<file path="src/divider_and_reloading_timer_core_assert.svh">
// ----------------------------------------------------------------------------
// Assertion macros for the divider and reloading timer core
// Shared concurrent-assertion wrappers, clocked on clk_i and reset by rst_ni.
// ----------------------------------------------------------------------------
`ifndef DIVIDER_AND_RELOADING_TIMER_CORE_ASSERT_SVH
`define DIVIDER_AND_RELOADING_TIMER_CORE_ASSERT_SVH

// Property checked at every edge outside reset.
`define DART_ASSERT(label, prop, msg) \
  label: assert property (@(posedge clk_i) disable iff (!rst_ni) (prop)) else $error(msg);

// Same-cycle implication outside reset.
`define DART_ASSERT_IMP(label, ante, cons, msg) \
  label: assert property (@(posedge clk_i) disable iff (!rst_ni) (ante) |-> (cons)) \
    else $error(msg);

// Next-cycle implication outside reset.
`define DART_ASSERT_NXT(label, ante, cons, msg) \
  label: assert property (@(posedge clk_i) disable iff (!rst_ni) (ante) |=> (cons)) \
    else $error(msg);

`endif

</file>
<file path="src/dart_pkg.sv">
// ----------------------------------------------------------------------------
// dart_pkg
// Types, constants and the period table of the divider and reloading timer.
// ----------------------------------------------------------------------------
package dart_pkg;

  localparam int unsigned CyclesW = 7;
  localparam int unsigned PeriodW = 11;

  // Divider countdown reload, held in 1..256.
  localparam logic [8:0] DivReload = 9'd256;

  typedef enum logic [1:0] {
    REG_TIMER_ENABLE = 2'd0,
    REG_CLOCK_SELECT = 2'd1,
    REG_TIMER_MODULO = 2'd2
  } cfg_reg_e;

  typedef struct packed {
    logic       enable;
    logic [1:0] select;
    logic [7:0] modulo;
  } cfg_t;

  typedef struct packed {
    logic [7:0] value;
    logic       irq;
  } tmr_res_t;

  function automatic logic [PeriodW-1:0] period_of(input logic [1:0] sel);
    logic [PeriodW-1:0] p;
    case (sel)
      2'd0:    p = 11'd1024;
      2'd1:    p = 11'd16;
      2'd2:    p = 11'd64;
      default: p = 11'd256;
    endcase
    return p;
  endfunction

endpackage

</file>
<file path="src/dart_if.sv">
// ----------------------------------------------------------------------------
// dart_in_if / dart_out_if
// Valid/ready channels carrying the step input word and the result word.
// ----------------------------------------------------------------------------
interface dart_in_if;
  logic       valid;
  logic       ready;
  logic [6:0] elapsed_cycles;

  modport source (output valid, output elapsed_cycles, input ready);
  modport sink   (input valid, input elapsed_cycles, output ready);
endinterface

interface dart_out_if;
  logic       valid;
  logic       ready;
  logic [7:0] divider_value;
  logic [7:0] timer_value;
  logic       timer_interrupt;

  modport source (output valid, output divider_value, output timer_value,
                  output timer_interrupt, input ready);
  modport sink   (input valid, input divider_value, input timer_value,
                  input timer_interrupt, output ready);
endinterface

</file>
<file path="src/divider_and_reloading_timer_core.sv">
// ----------------------------------------------------------------------------
// divider_and_reloading_timer_core
// Divider and reloading timer stepped by elapsed-cycle words.
// The result word of each accepted input word is held in the output register.
// Throughput: 1 word per cycle unless out_ch stalls; state updates at accept.
// The result register frees in the cycle it is taken, so input and output
// stream back to back. Reset clears config, state and output valid at once.
// ----------------------------------------------------------------------------
module divider_and_reloading_timer_core (
  input  logic       clk_i,
  input  logic       rst_ni,
  input  logic       cfg_we_i,
  input  logic [1:0] cfg_idx_i,
  input  logic [7:0] cfg_wdata_i,
  dart_in_if.sink    in_ch,
  dart_out_if.source out_ch
);
  import dart_pkg::*;

  cfg_t     cfg_q;
  tmr_res_t tmr_res;
  logic [7:0] div_value;

  logic       in_fire;
  logic       out_fire;
  logic       out_valid_q, out_valid_d;
  logic [7:0] div_value_q;
  logic [7:0] timer_value_q;
  logic       irq_q;

  assign in_ch.ready = !out_valid_q || out_ch.ready;
  assign in_fire     = in_ch.valid && in_ch.ready;
  assign out_fire    = out_valid_q && out_ch.ready;

  // Configuration registers.
  always_ff @(posedge clk_i or negedge rst_ni) begin
    if (!rst_ni) begin
      cfg_q <= '0;
    end else if (cfg_we_i) begin
      case (cfg_reg_e'(cfg_idx_i))
        REG_TIMER_ENABLE: cfg_q.enable <= cfg_wdata_i[0];
        REG_CLOCK_SELECT: cfg_q.select <= cfg_wdata_i[1:0];
        REG_TIMER_MODULO: cfg_q.modulo <= cfg_wdata_i;
        default: ;
      endcase
    end
  end

  dart_div_unit u_div (
    .clk_i       (clk_i),
    .rst_ni      (rst_ni),
    .step_i      (in_fire),
    .cycles_i    (in_ch.elapsed_cycles),
    .div_value_o (div_value)
  );

  dart_tmr_unit u_tmr (
    .clk_i    (clk_i),
    .rst_ni   (rst_ni),
    .step_i   (in_fire),
    .cycles_i (in_ch.elapsed_cycles),
    .cfg_i    (cfg_q),
    .res_o    (tmr_res)
  );

  always_comb begin
    out_valid_d = out_valid_q;
    if (in_fire) begin
      out_valid_d = 1'b1;
    end else if (out_fire) begin
      out_valid_d = 1'b0;
    end
  end

  always_ff @(posedge clk_i or negedge rst_ni) begin
    if (!rst_ni) begin
      out_valid_q <= 1'b0;
    end else begin
      out_valid_q <= out_valid_d;
    end
  end

  always_ff @(posedge clk_i) begin
    if (in_fire) begin
      div_value_q   <= div_value;
      timer_value_q <= tmr_res.value;
      irq_q         <= tmr_res.irq;
    end
  end

  assign out_ch.valid           = out_valid_q;
  assign out_ch.divider_value   = div_value_q;
  assign out_ch.timer_value     = timer_value_q;
  assign out_ch.timer_interrupt = irq_q;

`include "divider_and_reloading_timer_core_assert.svh"
  `DART_ASSERT_NXT(a_fire_valid, in_fire, out_valid_q, "accepted word gave no result")
  `DART_ASSERT_NXT(a_drain, out_fire && !in_fire, !out_valid_q, "result repeated")
  `DART_ASSERT_IMP(a_empty_ready, !out_valid_q, in_ch.ready, "empty core refused input")

endmodule

</file>
<file path="src/dart_div_unit.sv">
// ----------------------------------------------------------------------------
// dart_div_unit
// Free-running divider: countdown by elapsed cycles, bump the 8-bit value.
// ----------------------------------------------------------------------------
module dart_div_unit (
  input  logic                        clk_i,
  input  logic                        rst_ni,
  input  logic                        step_i,
  input  logic [dart_pkg::CyclesW-1:0] cycles_i,
  output logic [7:0]                  div_value_o
);
  import dart_pkg::*;

  logic [8:0]        cnt_q, cnt_d;
  logic [7:0]        div_q, div_d;
  logic signed [9:0] diff;
  logic signed [9:0] wrapped;
  logic              wrap;

  assign diff    = signed'({1'b0, cnt_q}) - signed'({3'b000, cycles_i});
  assign wrap    = (diff <= 10'sd0);
  assign wrapped = diff + signed'({1'b0, DivReload});

  always_comb begin
    cnt_d = cnt_q;
    div_d = div_q;
    if (step_i) begin
      cnt_d = wrap ? wrapped[8:0] : diff[8:0];
      div_d = wrap ? div_q + 8'd1 : div_q;
    end
  end

  always_ff @(posedge clk_i or negedge rst_ni) begin
    if (!rst_ni) begin
      cnt_q <= DivReload;
      div_q <= 8'd0;
    end else begin
      cnt_q <= cnt_d;
      div_q <= div_d;
    end
  end

  // Result of this step, seen by the output register.
  assign div_value_o = div_d;

`include "divider_and_reloading_timer_core_assert.svh"
  `DART_ASSERT(a_cnt_range, (cnt_q != 9'd0) && (cnt_q <= DivReload), "divider countdown range")
  `DART_ASSERT_NXT(a_zero_hold, step_i && (cycles_i == '0), $stable(div_q),
    "divider moved on zero cycles")
  `DART_ASSERT_NXT(a_idle_hold, !step_i, $stable(cnt_q) && $stable(div_q),
    "divider moved without a step")

endmodule

</file>
<file path="src/dart_tmr_unit.sv">
// ----------------------------------------------------------------------------
// dart_tmr_unit
// Reloading timer: select tracking, saturating tick countdown, modulo reload.
// ----------------------------------------------------------------------------
module dart_tmr_unit (
  input  logic                        clk_i,
  input  logic                        rst_ni,
  input  logic                        step_i,
  input  logic [dart_pkg::CyclesW-1:0] cycles_i,
  input  dart_pkg::cfg_t              cfg_i,
  output dart_pkg::tmr_res_t          res_o
);
  import dart_pkg::*;

  localparam logic signed [16:0] TickFloor = -17'sd32768;
  localparam logic signed [16:0] TickCeil  = 17'sd32767;
  localparam logic signed [16:0] StepLimit = -17'sd4;

  logic signed [15:0] tick_q, tick_d;
  logic [7:0]         cnt_q, cnt_d;
  logic [1:0]         sel_q, sel_d;
  logic               irq;

  logic signed [16:0] diff;
  logic signed [16:0] sat;
  logic signed [16:0] bumped;
  logic signed [16:0] after;
  logic               tick;

  assign diff   = signed'({tick_q[15], tick_q}) - signed'({10'd0, cycles_i});
  assign sat    = (diff < TickFloor) ? TickFloor : diff;
  assign tick   = (sat <= StepLimit);
  assign bumped = sat + signed'({6'd0, period_of(sel_q)});
  assign after  = tick ? ((bumped > TickCeil) ? TickCeil : bumped) : sat;

  always_comb begin
    tick_d = tick_q;
    cnt_d  = cnt_q;
    sel_d  = sel_q;
    irq    = 1'b0;
    if (step_i && cfg_i.enable) begin
      if (sel_q == cfg_i.select) begin
        tick_d = after[15:0];
        if (tick) begin
          if (cnt_q == 8'hff) begin
            cnt_d = cfg_i.modulo;
            irq   = 1'b1;
          end else begin
            cnt_d = cnt_q + 8'd1;
          end
        end
      end else begin
        // New select: restart the timer on the new period.
        sel_d  = cfg_i.select;
        cnt_d  = 8'd0;
        tick_d = signed'({5'd0, period_of(cfg_i.select)});
      end
    end
  end

  always_ff @(posedge clk_i or negedge rst_ni) begin
    if (!rst_ni) begin
      tick_q <= 16'sd0;
      cnt_q  <= 8'd0;
      sel_q  <= 2'd0;
    end else begin
      tick_q <= tick_d;
      cnt_q  <= cnt_d;
      sel_q  <= sel_d;
    end
  end

  assign res_o.value = cnt_d;
  assign res_o.irq   = irq;

`include "divider_and_reloading_timer_core_assert.svh"
  `DART_ASSERT_NXT(a_off_hold, step_i && !cfg_i.enable,
    $stable(tick_q) && $stable(cnt_q) && $stable(sel_q), "timer moved while disabled")
  `DART_ASSERT_NXT(a_idle_hold, !step_i,
    $stable(tick_q) && $stable(cnt_q) && $stable(sel_q), "timer moved without a step")
  `DART_ASSERT_IMP(a_irq_reload, irq, (cnt_q == 8'hff) && (cnt_d == cfg_i.modulo),
    "interrupt without overflow reload")

endmodule

</file>
<file path="src/flat_wrapper.sv">
// flat-port wrapper written by rule: the top's interface ports become plain ports
module divider_and_reloading_timer_core_flat import dart_pkg::*;
  (clk_i, rst_ni, cfg_we_i, cfg_idx_i, cfg_wdata_i, in_ch_valid, in_ch_elapsed_cycles, in_ch_ready, out_ch_valid, out_ch_divider_value, out_ch_timer_value, out_ch_timer_interrupt, out_ch_ready);
  dart_in_if in_ch_i ();
  dart_out_if out_ch_i ();
  input  logic clk_i;
  input  logic rst_ni;
  input  logic cfg_we_i;
  input  logic [1:0] cfg_idx_i;
  input  logic [7:0] cfg_wdata_i;
  input wire logic [$bits(in_ch_i.valid)-1:0] in_ch_valid;
  input wire logic [$bits(in_ch_i.elapsed_cycles)-1:0] in_ch_elapsed_cycles;
  output wire logic [$bits(in_ch_i.ready)-1:0] in_ch_ready;
  output wire logic [$bits(out_ch_i.valid)-1:0] out_ch_valid;
  output wire logic [$bits(out_ch_i.divider_value)-1:0] out_ch_divider_value;
  output wire logic [$bits(out_ch_i.timer_value)-1:0] out_ch_timer_value;
  output wire logic [$bits(out_ch_i.timer_interrupt)-1:0] out_ch_timer_interrupt;
  input wire logic [$bits(out_ch_i.ready)-1:0] out_ch_ready;
  assign in_ch_i.valid = in_ch_valid;
  assign in_ch_i.elapsed_cycles = in_ch_elapsed_cycles;
  assign in_ch_ready = in_ch_i.ready;
  assign out_ch_valid = out_ch_i.valid;
  assign out_ch_divider_value = out_ch_i.divider_value;
  assign out_ch_timer_value = out_ch_i.timer_value;
  assign out_ch_timer_interrupt = out_ch_i.timer_interrupt;
  assign out_ch_i.ready = out_ch_ready;
  divider_and_reloading_timer_core u_core (.clk_i(clk_i), .rst_ni(rst_ni), .cfg_we_i(cfg_we_i), .cfg_idx_i(cfg_idx_i), .cfg_wdata_i(cfg_wdata_i), .in_ch(in_ch_i), .out_ch(out_ch_i));
endmodule
</file>
<file path="config.mk">
export PLATFORM = sky130hd
export DESIGN_NAME = divider_and_reloading_timer_core_flat
export DESIGN_NICKNAME = d
export VERILOG_FILES = /design/src/dart_pkg.sv /design/src/dart_if.sv /design/src/divider_and_reloading_timer_core.sv /design/src/dart_div_unit.sv /design/src/dart_tmr_unit.sv /design/src/flat_wrapper.sv
export VERILOG_INCLUDE_DIRS = /design/src /design/src/src
export SDC_FILE = /design/constraint.sdc
export NUM_CORES = 1
export LEC_CHECK = 0
export BUFFER_PORTS_ARGS = -buffer_cell sky130_fd_sc_hd__buf_2
export CAP_MARGIN = 20
export CORE_AREA = 5 5 95 97
export CTS_CLUSTER_DIAMETER = 200
export DETAILED_ROUTE_END_ITERATION = 8
export DIE_AREA = 0 0 100 102
export PLACE_DENSITY = 0.79
export SLEW_MARGIN = 20
export SYNTH_ARGS = -nofsm -noshare
export SYNTH_HDL_FRONTEND = slang
export SYNTH_SLANG_ARGS = --single-unit
</file>
<file path="constraint.sdc">
create_clock -name clk_i -period 5.8 [get_ports clk_i]
set_clock_uncertainty 0.2 [all_clocks]
set_input_delay 0.58 -clock clk_i [delete_from_list [all_inputs] [get_ports clk_i]]
set_output_delay 0.58 -clock clk_i [all_outputs]
set_load 0.05 [all_outputs]
</file>
=== Word level (Yosys, flattened, before mapping) ===
Cells that the tools add are included.

* Flip-flop bits (word level): 72
* Bits of input ports: 22
* Logic and storage cells: 61

* $add $sub $neg: 6
* $lt $le $gt $ge: 4
* Equal/unequal tests: 8
* Multiplexer cells: 16
* Bitwise operators: 1
* Reductions and logical operators: 14

{| class="wikitable"
|+ Operators with widths
! cell !! number
|-
| 11-bit case mux with 3 select lines || 2
|-
| 16-bit two-way mux || 3
|-
| 8-bit two-way mux || 6
|-
| 17-bit by 12-bit adder with 17-bit output || 1
|-
| 17-bit by 16-bit > comparator with 1-bit output (second input constant) || 1
|-
| 17-bit by 3-bit <= comparator with 1-bit output (second input constant) || 1
|-
| 17-bit by 16-bit less-than comparator with 1-bit output (second input constant) || 1
|-
| 17-bit two-way mux || 1
|-
| 16-bit by 8-bit subtractor with 17-bit output || 1
|-
| 8-bit by 1-bit adder with 8-bit output (second input constant) || 2
|-
| 10-bit by 1-bit <= comparator with 1-bit output (second input constant) || 1
|-
| 9-bit by 7-bit subtractor with 10-bit output || 1
|-
| 9-bit adder (second input constant) || 1
|-
| 9-bit two-way mux || 1
|-
| 8-bit equality test (second input constant) || 1
|-
| 2-bit AND reduction || 4
|-
| 2-bit by 1-bit equality test with 1-bit output (second input constant) || 3
|-
| 2-bit equality test (second input constant) || 3
|-
| 2-bit zero test || 3
|-
| 1-bit logical AND || 3
|-
| 1-bit two-way mux || 3
|-
| 3-bit AND reduction || 1
|-
| 2-bit equality test || 1
|-
| 2-bit nonzero test || 1
|-
| 3 further kinds || 3
|}

=== Logic depth before layout (Yosys ltp) ===
Gate-level depths: netlist (run 1).

* Depth after elaboration: 8
* Mapped depth: 20
* Mapped depth without buffers: 19

=== Cells and area by module ===
A second synthesis (run 1) with hierarchy kept.

* Cells, all modules: 501
* Area, all modules: 4799.6 µm²

{| class="wikitable"
|+ By module, submodules not included
! module !! instances !! cells an instance !! area each (µm²) !! sequential area each (µm²)
|-
| dart_tmr_unit || 1 || 332 || 2655.0 || 650.6
|-
| dart_div_unit || 1 || 123 || 1156.1 || 426.7
|-
| divider_and_reloading_timer_core || 1 || 46 || 988.4 || 810.8
|}

=== Worst setup path before layout (run 1) ===
OpenSTA, ideal clock, no wires.

* Kind: input -> register
* Start: input in_ch_elapsed_cycles[0]
* End: register u_core.u_tmr.tick_q[10]
* Library setup time: 0.082 ns
* Data arrival time: 4.475 ns
* Required time: 5.518 ns
* Path slack: 1.043 ns
* Stages on the path: 19
* Cells stage by stage: ha_1 > fa_1 > nand2b_1 > a211oi_1 > o32ai_1 > buf_2 > a31o_2 > nor2_1 > ha_1 > ha_1 > a21oi_1 > a211o_1 > a2111oi_0 > a2111oi_0 > a211o_1 > nor3_1 > o21a_1 > o311ai_1 > a31oi_1

* Word-level cells in the longest chain between the ends: 8
* Elaborated cells between the ends (all ways): 9

{| class="wikitable"
|+ Ends and longest elaborated chain
! what !! RTL line !! source
|-
| from (decl) || flat_wrapper.sv:12 || <nowiki>input wire logic [$bits(in_ch_i.elapsed_cycles)-1:0] in_ch_elapsed_cycles;</nowiki>
|-
| 16-bit by 8-bit subtractor with 17-bit output * || dart_tmr_unit.sv:30 || <nowiki>assign diff = signed'({tick_q[15], tick_q}) - signed'({10'd0, cycles_i});</nowiki>
|-
| 17-bit by 16-bit less-than comparator with 1-bit output || dart_tmr_unit.sv:31 || <nowiki>assign sat = (diff < TickFloor) ? TickFloor : diff;</nowiki>
|-
| 17-bit two-way mux * || dart_tmr_unit.sv:31 ||
|-
| 17-bit by 12-bit adder with 17-bit output || dart_tmr_unit.sv:33 || <nowiki>assign bumped = sat + signed'({6'd0, period_of(sel_q)});</nowiki>
|-
| 17-bit by 16-bit > comparator with 1-bit output || dart_tmr_unit.sv:34 || <nowiki>assign after = tick ? ((bumped > TickCeil) ? TickCeil : bumped) : sat;</nowiki>
|-
| 16-bit two-way mux || dart_tmr_unit.sv:34 ||
|-
| 16-bit two-way mux * || dart_tmr_unit.sv:34 ||
|-
| 16-bit two-way mux * || dart_tmr_unit.sv:42 || <nowiki>if (sel_q == cfg_i.select) begin</nowiki>
|-
| to (signal assigned) || dart_tmr_unit.sv:67 || <nowiki>tick_q <= tick_d;</nowiki>
|-
| to (decl) || dart_tmr_unit.sv:19 || <nowiki>logic signed [15:0] tick_q, tick_d;</nowiki>
|}

Mark *: on every way between the ends. The rest lies on a longest branch, timed or not.
A chain may end at the register's enable or synchronous reset.

=== Final worst setup path (run 1) ===
* Start: register u_core.u_tmr.tick_q[0]
* End: register u_core.u_tmr.tick_q[2]

* Word-level cells in the longest chain between the ends: 8
* Elaborated cells between the ends (all ways): 9

{| class="wikitable"
|+ Ends and longest elaborated chain
! what !! RTL line
|-
| 16-bit by 8-bit subtractor with 17-bit output * || dart_tmr_unit.sv:30
|-
| 17-bit by 16-bit less-than comparator with 1-bit output || dart_tmr_unit.sv:31
|-
| 17-bit two-way mux * || dart_tmr_unit.sv:31
|-
| 17-bit by 12-bit adder with 17-bit output || dart_tmr_unit.sv:33
|-
| 17-bit by 16-bit > comparator with 1-bit output || dart_tmr_unit.sv:34
|-
| 16-bit two-way mux || dart_tmr_unit.sv:34
|-
| 16-bit two-way mux * || dart_tmr_unit.sv:34
|-
| 16-bit two-way mux * || dart_tmr_unit.sv:42
|}

Marks and branches as above.

==> metrics.md, run 1 <==
| Metric | Value |
|---|---|
| RSZ-0062 raised after global routing | no |
| Post-synthesis simple-gate area fraction | roughly a fifth |
| Antenna viol nets, final | 0 |
| I/O pins | 41 |
| Synth area leader | dfrtp_1 |
| Final hold slack | about 0.17 ns |
| FILL cells | 667 |
| # diodes | 0 |
| Overflow after GRT | 0 |
| Number of synthesized flops with an enable pin | 17 |
| Static Leak | 2.23 nW |
| Clock transition at the registers of the reported paths | approximately 0.080 ns |
| Initial Utilization | roughly three fifths |
| Area of the core | 8050 µm² |
| Final period util | 85.9% |
| Syn nets | 550 |
| Compound-Gate Fraction of Synth Area | a little under 20% |
| Worst EP required | just under 6 ns |
| Routed WL | approximately 11000 µm |
| Pins Over Slew Limit | 0 |
| GPL Wtd Cong | ~1 |
| Wire per inst | between 15 and 20 µm |
| Placed Instances | roughly 640 |
| Largest family of logic cells by synthesized area | simple AND/OR/NAND/NOR gates |
| # Post-CTS Setup Buffers | 0 |
| Post-route minimum period | about 5 ns |
| Met2 wire len | 5310 µm |
| Post-synthesis mux area share | under 10% |
| Iteration-0 DRC Markers | 335 |
| Seq/Total Area, Yosys | 40.1% |
| CTS tree | built |
| Top sig layer | met4 |
| Buffers on Ports | 40 |
| Final non-filler cell total | ~660 |
| Via-to-Cell Ratio | roughly 6.2 |
| Initial antenna violation count | 0 |
| Die height | slightly above 100 µm |
| Clock Latency Late Sink | roughly 0.35 ns |
| Post-Route Setup TNS | 0 ns |
| Layout cells sized above 1 | ~17% |
| CP cell instances | inv_1 > ha_1 > fa_1 > nand2b_1 > a211oi_1 > o32ai_1 > a31o_2 > nor2_1 > ha_1 > ha_1 > a21oi_1 > a211o_1 > a2111oi_0 > a2111oi_0 > a211o_1 > nor3_1 > o21a_1 > nand2_1 > o21ai_0 |
| Routed via count | just over 4000 |
| CP endpoint kind | flip-flop |
| Synth async-reset ratio | 76.4% |
| Crit Path Max Fanout | 8 |
| Pwr per Cell Area | 552 nW/µm² |
| Peak VDD IR | about 0.25 mV |
| Cell count after synthesis | about 510 |
| Vias in the first global route | about 3800 |
| #FFs+latches synth | 72 |
| First-pass GRT wire length | 18300 µm |
| Crit path launch type | flip-flop |
| Cell Rows | 33 |
| Max clock buf depth | 2 |
| Final layout net count | 590 |
| Post-Synth XOR/XNOR Area | 4.84% |
| Final setup fails | 0 |
| Utilization after layout | 64.7% |
| CTS H-tree depth | 3 |
| Max-cap viol count | 0 |
| CTS root buf | clkbuf_8 |
| Die area | around 10000 µm² |
| Post-Synth Adder-Cell Area | about 6.4% |
| Synth Flop Type | dfrtp_1 |
| Slew HR | 38.2% |
| Synth Warn # | 0 |
| Post-CTS Hold Fix Bufs | 0 |
| Max incr delay on CP | ~0.40 ns |
| Tot Pwr | roughly 2.9 mW |
| Placed wire-length estimate | 8370 µm |
| CP dominant cell by count | ha_1 |
| CTS sink cnt | ~70 |
| Library cells used by synthesis | approximately 70 |
| Crit Path Category | reg2reg |
| Pin count of the biggest net entering global routing | between 50 and 60 |
| Synth top area share | 28.7% |
| Fmax | 201 MHz |
| Outcome | finished, final reports clean |
| Total track usage | 22.5% |
| Syn Std Cell Area | around 4700 µm² |
| Layout area overhead | 10.7% |
| Die X | 100 µm |
| CP max-delay cell | fa_1 |
| Drt drc | 0 |
| Most frequent cells in the layout | 54 x dfrtp_1, 50 x nand2_1, 44 x nor2_1 |
| Tightest Pin Transition | roughly 0.92 ns |
| Commonest non-fill, non-tap cell in the layout | dfrtp_1 |
| Syn avg cell area | between 9 and 10 µm² |
| Synth area leaders | dfrtp_1 29%, edfxtp_1 11%, ha_1 5.6%, nand2_1 4.0%, mux2_2 3.6% |
| CTS resizes | 0 |
| Final hold vios | 0 |
| Drt first pass iters | 6 |
| Class of the worst hold path | in2async |
| DR WL met3 | between 700 and 800 µm |
| Critical Path AT | approximately 5.1 ns |
| Met1 wire length | about 5000 µm |
| Clock buffer count from CTS | 9 |
[cell families after synthesis]
| kind of cell | after synthesis |
|---|---|
| and+or+nand+nor | 192 |
| AOI/OAI and AO/OA | 133 |
| DFF | 72 |
| buffers and inverters | 39 |
| xor gates and xnor gates | 26 |
| adders and majority gates | 23 |
| muxes | 20 |
[final timing paths]
check	startpoint	to	slack [ns]	cells past startpoint
min in group clk_i	cfg_wdata_i[5]	u_core.cfg_q[5]	0.26	2
setup / recovery	u_core.u_tmr.tick_q[0]	u_core.u_tmr.tick_q[2]	0.82	19
hold reg to reg	u_core.u_div.div_q[7]	u_core.u_div.div_q[7]	0.26	1
hold / removal	rst_ni	u_core.u_div.cnt_q[1]	0.17	2
setup reg to reg	u_core.u_tmr.tick_q[0]	u_core.u_tmr.tick_q[2]	0.82	19
max in group asynchronous	rst_ni	u_core.u_tmr.tick_q[8]	4.74	2
[per-layer routing]
layer / track usage, % / vias up
met4: 7.98 / 0
met5: 0 / -
met1: 30.9 / 1923
li1: - / 1948
met3: 4.57 / 30
met2: 35.8 / 171
[synth_stat cells, types with 9 or more instances]
| master | number |
|---|---|
| a21oi_1 | 22 |
| mux2_2 | 15 |
| dfrtp_1 | 54 |
| edfxtp_1 | 17 |
| nand2_1 | 50 |
| ha_1 | 21 |
| o21ai_0 | 30 |
| clkbuf_1 | 10 |
| nand2b_1 | 9 |
| xnor2_1 | 12 |
| nor2_1 | 44 |
| nor3_1 | 17 |
| inv_1 | 22 |
| nand3_1 | 18 |
| xor2_1 | 14 |
[report_power, final]
part | switching, mW | internal, mW
clock network | 0.202 | 0.228
registers | 0.160 | 0.676
logic | 1.00 | 0.605
total | 1.37 | 1.51
[per-stage QoR]
step                      worst slack, ns  instance area, µm²
final                               0.820                5210
after global routing                0.383                5210
after CTS                           0.875                5210
after detailed placement            0.605                5000
after global placement              0.792                5000
after floorplan                      1.04                4710
[critical path, delay by kind of cell (launching register included)]
kind,cells,cell delay [ns]
AO/OA/AOI/OAI,10,2.49
adder cells (fa/ha/maj),4,0.98
AND/OR/NAND/NOR,4,0.79
flip-flops,1,0.38
buffers and inverters,1,0.05
[cell type report]
type / instances / area, µm² / share of cell area, %
Clock buffer: 11 / 153 / 2.93
Timing Repair Buffer: 46 / 245 / 4.71
Tap cell: 105 / 131 / 2.52
Sequential cell: 72 / 1890 / 36.2
Multi-Input combinational cell: 394 / 2650 / 50.9
Clock inverter: 5 / 61.3 / 1.18
Inverter: 22 / 82.6 / 1.58
[registers in the layout, indices dropped and copies added (netlist names)]
| name | cells |
|---|---|
| u_core.out_ch.valid | 1 |
| u_core.u_tmr.cnt_q | 8 |
| u_core.u_div.cnt_q | 9 |
| u_core.out_ch.divider_value | 8 |
| u_core.cfg_q | 11 |
| u_core.u_tmr.tick_q | 16 |
| u_core.u_div.div_q | 8 |
| u_core.u_tmr.sel_q | 2 |
| u_core.out_ch.timer_value | 8 |
| u_core.out_ch.timer_interrupt | 1 |
No activity file was read; power rests on OpenSTA's default activity.
==> run 2, diff against run 1 <==
==> constraint.sdc (replaced) <==
create_clock -name clk_i -period 5.8 [get_ports clk_i]
set_clock_uncertainty 0.2 [all_clocks]
set_input_delay 0.29 -clock clk_i [delete_from_list [all_inputs] [get_ports clk_i]]
set_output_delay 0.29 -clock clk_i [all_outputs]
set_load 0.05 [all_outputs]
==> run 2 against run 1 <==
Against the previous run:
- clock-buffer cell count is 1 lower
- sequential share of layout area is 0.70 points lower
- final area is 2.0% higher
- final cell count is 1.5% higher
- worst hold slack worse by 0.14 ns
- utilization is 1.3 points higher
- wire length is 6.3% higher
- power is 1.4% higher
- die area stayed put
==> metrics.md, run 2 (synthesized netlist as in run 1, its figures left out) <==
| Metric | Value |
|---|---|
| Busiest grt layer | met2 |
| Die height | approximately 100 µm |
| Fin area | 5310 µm² |
| Max clock buf depth | 2 |
| Vias in the first global route | ~4000 |
| FILL cells | between 600 and 700 |
| CP max-delay cell | fa_1 |
| Tot Pwr | 2.91 mW |
| Area of the core | between 8000 and 9000 µm² |
| CTS sink cnt | just over 70 |
| Final hold slack | 0.0220 ns |
| Pin count of the biggest net entering global routing | 56 |
| Tightest Pin Transition | approximately 0.94 ns |
| Worst EP required | a little under 6 ns |
| Number of flip-flops under the largest register name | 16 |
| Total track usage | between 20% and 30% |
| CP dominant cell by count | ha_1 |
| Pwr per Cell Area | 549 nW/µm² |
| First-pass GRT wire length | 19900 µm |
| Max incr delay on CP | 0.41 ns |
| Largest regs | u_core.u_tmr.tick_q (16), u_core.cfg_q (11), u_core.u_div.cnt_q (9) |
| Pins Over Slew Limit | 0 |
| Max-cap viol count | 0 |
| Final layout net count | 600 |
| Met3 Use GR | just over 5% |
| Drt drc | 0 |
| Commonest non-fill, non-tap cell in the layout | dfrtp_1 |
| Fmax | 193 MHz |
| Layout cells sized above 1 | 17.1% |
| Buffers on Ports | 40 |
| CTS tree | built |
| Final worst slack | between 0.6 and 0.7 ns |
| Initial Utilization | around three fifths |
| Critical Path AT | roughly 5.2 ns |
| Iteration-0 DRC Markers | 360 |
| Most frequent cells in the layout | 54 x dfrtp_1, 50 x nand2_1, 44 x nor2_1 |
| Placed cell areas | 5000 µm² |
| CTS H-tree depth | 3 |
| Initial antenna violation count | 0 |
| Overflow after GRT | 0 |
| Global Route met1 Usage | a little under a third |
| Crit Path Max Fanout | 12 |
| Drt first pass iters | 5 |
| CP endpoint kind | flip-flop |
| RSZ-0062 raised after global routing | no |
| Reg with most FFs | u_core.u_tmr.tick_q |
| I/O pins | just over 40 |
| Met2 Usage GRT | 41.6% |
| Outcome | finished, final reports clean |
| Peak VDD IR | between 0.2 and 0.25 mV |
| # Post-CTS Setup Buffers | 0 |
| Final hold vios | 0 |
| Post-Route Setup TNS | 0 ns |
| Crit Path Category | reg2reg |
| Clock Latency Late Sink | about 0.35 ns |
| Cell Rows | 33 |
| CTS root buf | clkbuf_8 |
| Pre-CTS setup slack | a little under 0.7 ns |
| Post-route minimum period | around 5.2 ns |
| Post-CTS Hold Fix Bufs | 9 |
| Class of the worst hold path | in2reg |
| GPL Wtd Cong | a little over 0.9 |
| Routed WL | approximately 12000 µm |
| Via-to-Cell Ratio | between 6 and 7 |
| Die area | 10200 µm² |
| Final period util | just under 90% |
| Clock transition at the registers of the reported paths | 0.09 ns |
| Placed wire-length estimate | 8590 µm |
| Layout area overhead | 12.9% |
| Antenna viol nets, final | 0 |
| Slew HR | between 30% and 40% |
| CP cell instances | inv_1 > ha_1 > fa_1 > nand2b_1 > a211oi_1 > o32ai_1 > buf_4 > a31o_2 > nor2_1 > ha_1 > ha_1 > a21oi_1 > a211o_1 > a2111oi_0 > a2111oi_0 > a211o_1 > nor3_1 > o21a_1 > o311ai_1 > a31oi_1 |
| Routed via count | approximately 4100 |
| Clock buffer count from CTS | 9 |
| Final setup fails | 0 |
| Wire per inst | 18.0 µm |
| # diodes | 0 |
| Static Leak | about 2.3 nW |
| Crit path launch type | flip-flop |
| CTS resizes | 0 |
| Die X | ~100 µm |
## run 2: changes by cell type in the layout (fill, tap and decap cells not counted), sizes merged
cell	delta
clkbuf	-1
buf	+1
dlygate4sd3	+9
bufinv	+1
## run 2: final cells by class
cell class	count	area [µm²]	share of cell area, %
repair buffers	56	343	6.45
clock buffers	10	128	2.40
inverters	22	82.6	1.55
flip-flops and latches	72	1890	35.5
clock inverters	6	91.3	1.72
multi-input cells	394	2650	49.9
well taps	105	131	2.47
## run 2: worst paths after layout
path / slack [ns] / to / from / cells past startpoint
setup reg to reg: 0.62 / u_core.u_tmr.tick_q[10] / u_core.u_tmr.tick_q[0] / 20
hold reg to reg: 0.27 / u_core.u_div.div_q[7] / u_core.u_div.div_q[7] / 1
setup / recovery: 0.62 / u_core.u_tmr.tick_q[10] / u_core.u_tmr.tick_q[0] / 20
hold / removal: 0.02 / u_core.cfg_q[10] / cfg_wdata_i[0] / 2
min in group asynchronous: 0.40 / u_core.u_div.cnt_q[2] / rst_ni / 3
max in group asynchronous: 4.48 / u_core.u_tmr.cnt_q[6] / rst_ni / 3
## run 2: through the flow
step,instances,utilization [%]
3_3_place_gp,640,62.2
6_report,665,66.0
5_1_grt,665,66.0
3_5_place_dp,640,62.2
4_1_cts,665,66.0
2_1_floorplan,505,-
## run 2: worst max-delay path, delay by kind of cell (launching register included)
family | cells | cell delay (ns)
AOI/OAI and AO/OA | 11 | 2.63
and+or+nand+nor | 3 | 0.65
DFF | 1 | 0.35
adders and majority gates | 4 | 0.98
buffers and inverters | 2 | 0.26
## run 2: metal layers
metal | wire length (µm) | part of all wire (%)
met1 | 5210 | 44
met2 | 5800 | 48
met3 | 695 | 5.8
met4 | 255 | 2.1
met5 | 0 | 0
## run 2: report_power, final
group          internal (mW)  switching [mW]  total, mW
clock network          0.246           0.208      0.453
logic                  0.614            1.02       1.64
registers              0.676           0.150      0.826
total                   1.54            1.38       2.91
==> run 3, diff against run 2 <==
--- a/config.mk
+++ b/config.mk
@@ -8,11 +8,11 @@
 export LEC_CHECK = 0
 export BUFFER_PORTS_ARGS = -buffer_cell sky130_fd_sc_hd__buf_2
 export CAP_MARGIN = 20
-export CORE_AREA = 5 5 95 97
+export CORE_AREA = 5 5 92 94
 export CTS_CLUSTER_DIAMETER = 200
 export DETAILED_ROUTE_END_ITERATION = 8
-export DIE_AREA = 0 0 100 102
-export PLACE_DENSITY = 0.79
+export DIE_AREA = 0 0 97 99
+export PLACE_DENSITY = 0.83
 export SLEW_MARGIN = 20
 export SYNTH_ARGS = -nofsm -noshare
 export SYNTH_HDL_FRONTEND = slang
==> constraint.sdc (replaced) <==
create_clock -name clk_i -period 6.38 [get_ports clk_i]
set_clock_uncertainty 0.2 [all_clocks]
set_input_delay 0.319 -clock clk_i [delete_from_list [all_inputs] [get_ports clk_i]]
set_output_delay 0.319 -clock clk_i [all_outputs]
set_load 0.05 [all_outputs]
==> run 3 against run 2 <==
Against the previous run:
- final area down 2.0%
- wire length down 5.6%
- combinational power down 11%
- sequential share of layout area up 0.74 points
- non-clock buffer count down 7
- sequential cell count unchanged
- clock power down 28%
- final cell count down 1.5%
- clock-buffer cell count unchanged
- global-route usage down 0.90 points
- via count up 0.68%
- largest cell class unchanged
- largest power group unchanged
==> metrics.md, run 3 (synthesized netlist as in run 1, its figures left out) <==
| Metric | Value |
|---|---|
| Outcome | finished, final reports clean |
| Max clock buf depth | 2 |
| Layout cells sized above 1 | ~16% |
| Largest regs | u_core.u_tmr.tick_q (16), u_core.cfg_q (11), u_core.u_div.cnt_q (9) |
| Met2 wire len | between 5000 and 6000 µm |
| CTS tree | built |
| Die area | 9600 µm² |
| Drt first pass iters | 6 |
| GPL Wtd Cong | 0.939 |
| Buffers on Ports | 40 |
| Met1 wire length | approximately 4700 µm |
| Number of flip-flops under the largest register name | 16 |
| Crit path launch type | flip-flop |
| Final period util | around four fifths |
| Crit Path Category | reg2reg |
| Utilization after layout | just under 70% |
| Die height | 99 µm |
| Total track usage | 23.7% |
| Sequential cell area | roughly 1900 µm² |
| Iteration-0 DRC Markers | a little over 400 |
| Wire per inst | roughly 17 µm |
| Footprint of the multi-input gates | about 2700 µm² |
| Clock buffer count from CTS | 9 |
| Layout area overhead | 10.6% |
| Tot Pwr | ~2.5 mW |
| Commonest non-fill, non-tap cell in the layout | dfrtp_1 |
| Pre-CTS setup slack | ~1.3 ns |
| Reg2reg end | u_core.u_tmr.tick_q[2] |
| Final setup fails | 0 |
| Top sig layer | met4 |
| Final layout net count | ~590 |
| Pin count of the biggest net entering global routing | between 50 and 60 |
| # diodes | 0 |
| Static Leak | ~2.2 nW |
| Worst reg2reg path depth | 17 |
| Worst Setup SP | u_core.u_tmr.tick_q[2] |
| Vias in the first global route | between 3000 and 4000 |
| Cell Rows | 32 |
| Tightest Pin Transition | 0.983 ns |
| Most frequent cells in the layout | 54 x dfrtp_1, 50 x nand2_1, 44 x nor2_1 |
| Class of the worst hold path | in2reg |
| Crit Path Max Fanout | 11 |
| RSZ-0062 raised after global routing | no |
| DR WL met3 | 835 µm |
| Routed WL | 11300 µm |
| CP endpoint kind | flip-flop |
| Slew HR | approximately a third |
| Clock Latency Late Sink | 0.35 ns |
| Post-route minimum period | 5.21 ns |
| Worst EP required | between 6 and 7 ns |
| Final hold vios | 0 |
| Via-to-Cell Ratio | between 6 and 7 |
| Reg with most FFs | u_core.u_tmr.tick_q |
| I/O pins | 41 |
| Pins Over Slew Limit | 0 |
| Pwr per Cell Area | slightly below 500 nW/µm² |
| CTS sink cnt | roughly 70 |
| Post-Route Setup TNS | 0 ns |
| Fmax | around 190 MHz |
| Clock transition at the registers of the reported paths | roughly 0.080 ns |
| Area of the core | roughly 7600 µm² |
| R2r setup slk | around 1.2 ns |
| Placed wire-length estimate | slightly above 8000 µm |
| Worst setup endpoint | u_core.u_tmr.tick_q[2] |
| Overflow after GRT | 0 |
| Peak VDD IR | 0.241 mV |
| Initial antenna violation count | 0 |
| First-pass GRT wire length | 18700 µm |
| CTS H-tree depth | 3 |
| Die X | around 97 µm |
| FILL cells | 588 |
| Initial Utilization | about 62% |
| Max-cap viol count | 0 |
| Reg-to-Reg Start | u_core.u_tmr.tick_q[2] |
| Drt drc | 0 |
| Routed via count | ~4100 |
| CTS resizes | 0 |
| Antenna viol nets, final | 0 |
| Final worst slack | 1.17 ns |
| Critical Path AT | approximately 5.3 ns |
| CTS root buf | clkbuf_8 |
==> run 3: cell count changes in the layout (fill, tap and decap cells not counted), sizes merged <==
cell	delta
clkinvlp	+1
bufinv	-2
buf	-5
inv	-1
clkinv	+2
dlygate4sd3	-2
==> run 3: worst min-delay path by stage <==
stage / startpoint / to / slack (ns) / cells after the start
3_3_place_gp: u_core.u_div.div_q[7] / u_core.u_div.div_q[7] / 0.25 / 1
6_report: in_ch_valid / u_core.out_ch.valid / 0.03 / 2
2_1_floorplan: rst_ni / u_core.cfg_q[0] / -0.18 / 0
5_1_grt: cfg_wdata_i[1] / u_core.cfg_q[1] / 0.02 / 2
4_1_cts: cfg_wdata_i[3] / u_core.cfg_q[3] / 0.0005 / 2
3_5_place_dp: u_core.u_div.div_q[7] / u_core.u_div.div_q[7] / 0.27 / 1
==> run 3: timing repair <==
action                                 CTS  global route
endpoints found under the hold margin   59             1
hold buffers                             6             1
setup buffers                            0             0
==> run 3: final cells by class <==
| cell class | count | share of cell area (%) |
|---|---|---|
| inverter | 22 | 1.59 |
| multi-input combinational | 394 | 50.9 |
| tap | 102 | 2.45 |
| clock buffer | 10 | 2.45 |
| clock inverter | 6 | 0.841 |
| timing repair buffer | 49 | 5.48 |
| sequential | 72 | 36.3 |
==> run 3: critical path: stages (launching register included) <==
cell and delay (ns):
dfrtp_1 0.41, ha_1 0.35, o21ai_0 0.14, a21oi_1 0.75, a2111oi_4 0.23, a31o_2 0.36, nor2_1 0.17, ha_1 0.20
ha_1 0.18, a21oi_1 0.14, a211o_1 0.25, a2111oi_0 0.32, a2111oi_0 0.13, a211o_1 0.33, nor3_1 0.30, o21a_1 0.34
nand2_1 0.15, o21ai_0 0.18
==> run 3: per-layer routing <==
metal	track usage, %	up-vias
met1	30.3	1947
met3	5.31	29
met2	40.0	187
met4	7.56	0
met5	0	-
li1	-	1964
==> run 3: metrics by stage <==
step | hold WS (ns) | cells | area, µm²
after floorplan | -0.177 | 505 | 4710
after global placement | 0.249 | 632 | 4960
after detailed placement | 0.271 | 632 | 4960
after CTS | 0.000456 | 654 | 5190
after global routing | 0.0196 | 655 | 5200
final | 0.0257 | 655 | 5200
==> run 3: power by group <==
part / internal (mW) / switching (mW) / total [mW]
Clock: 0.143 / 0.182 / 0.325
Sequential: 0.615 / 0.148 / 0.762
Combinational: 0.541 / 0.915 / 1.46
Total: 1.30 / 1.24 / 2.54
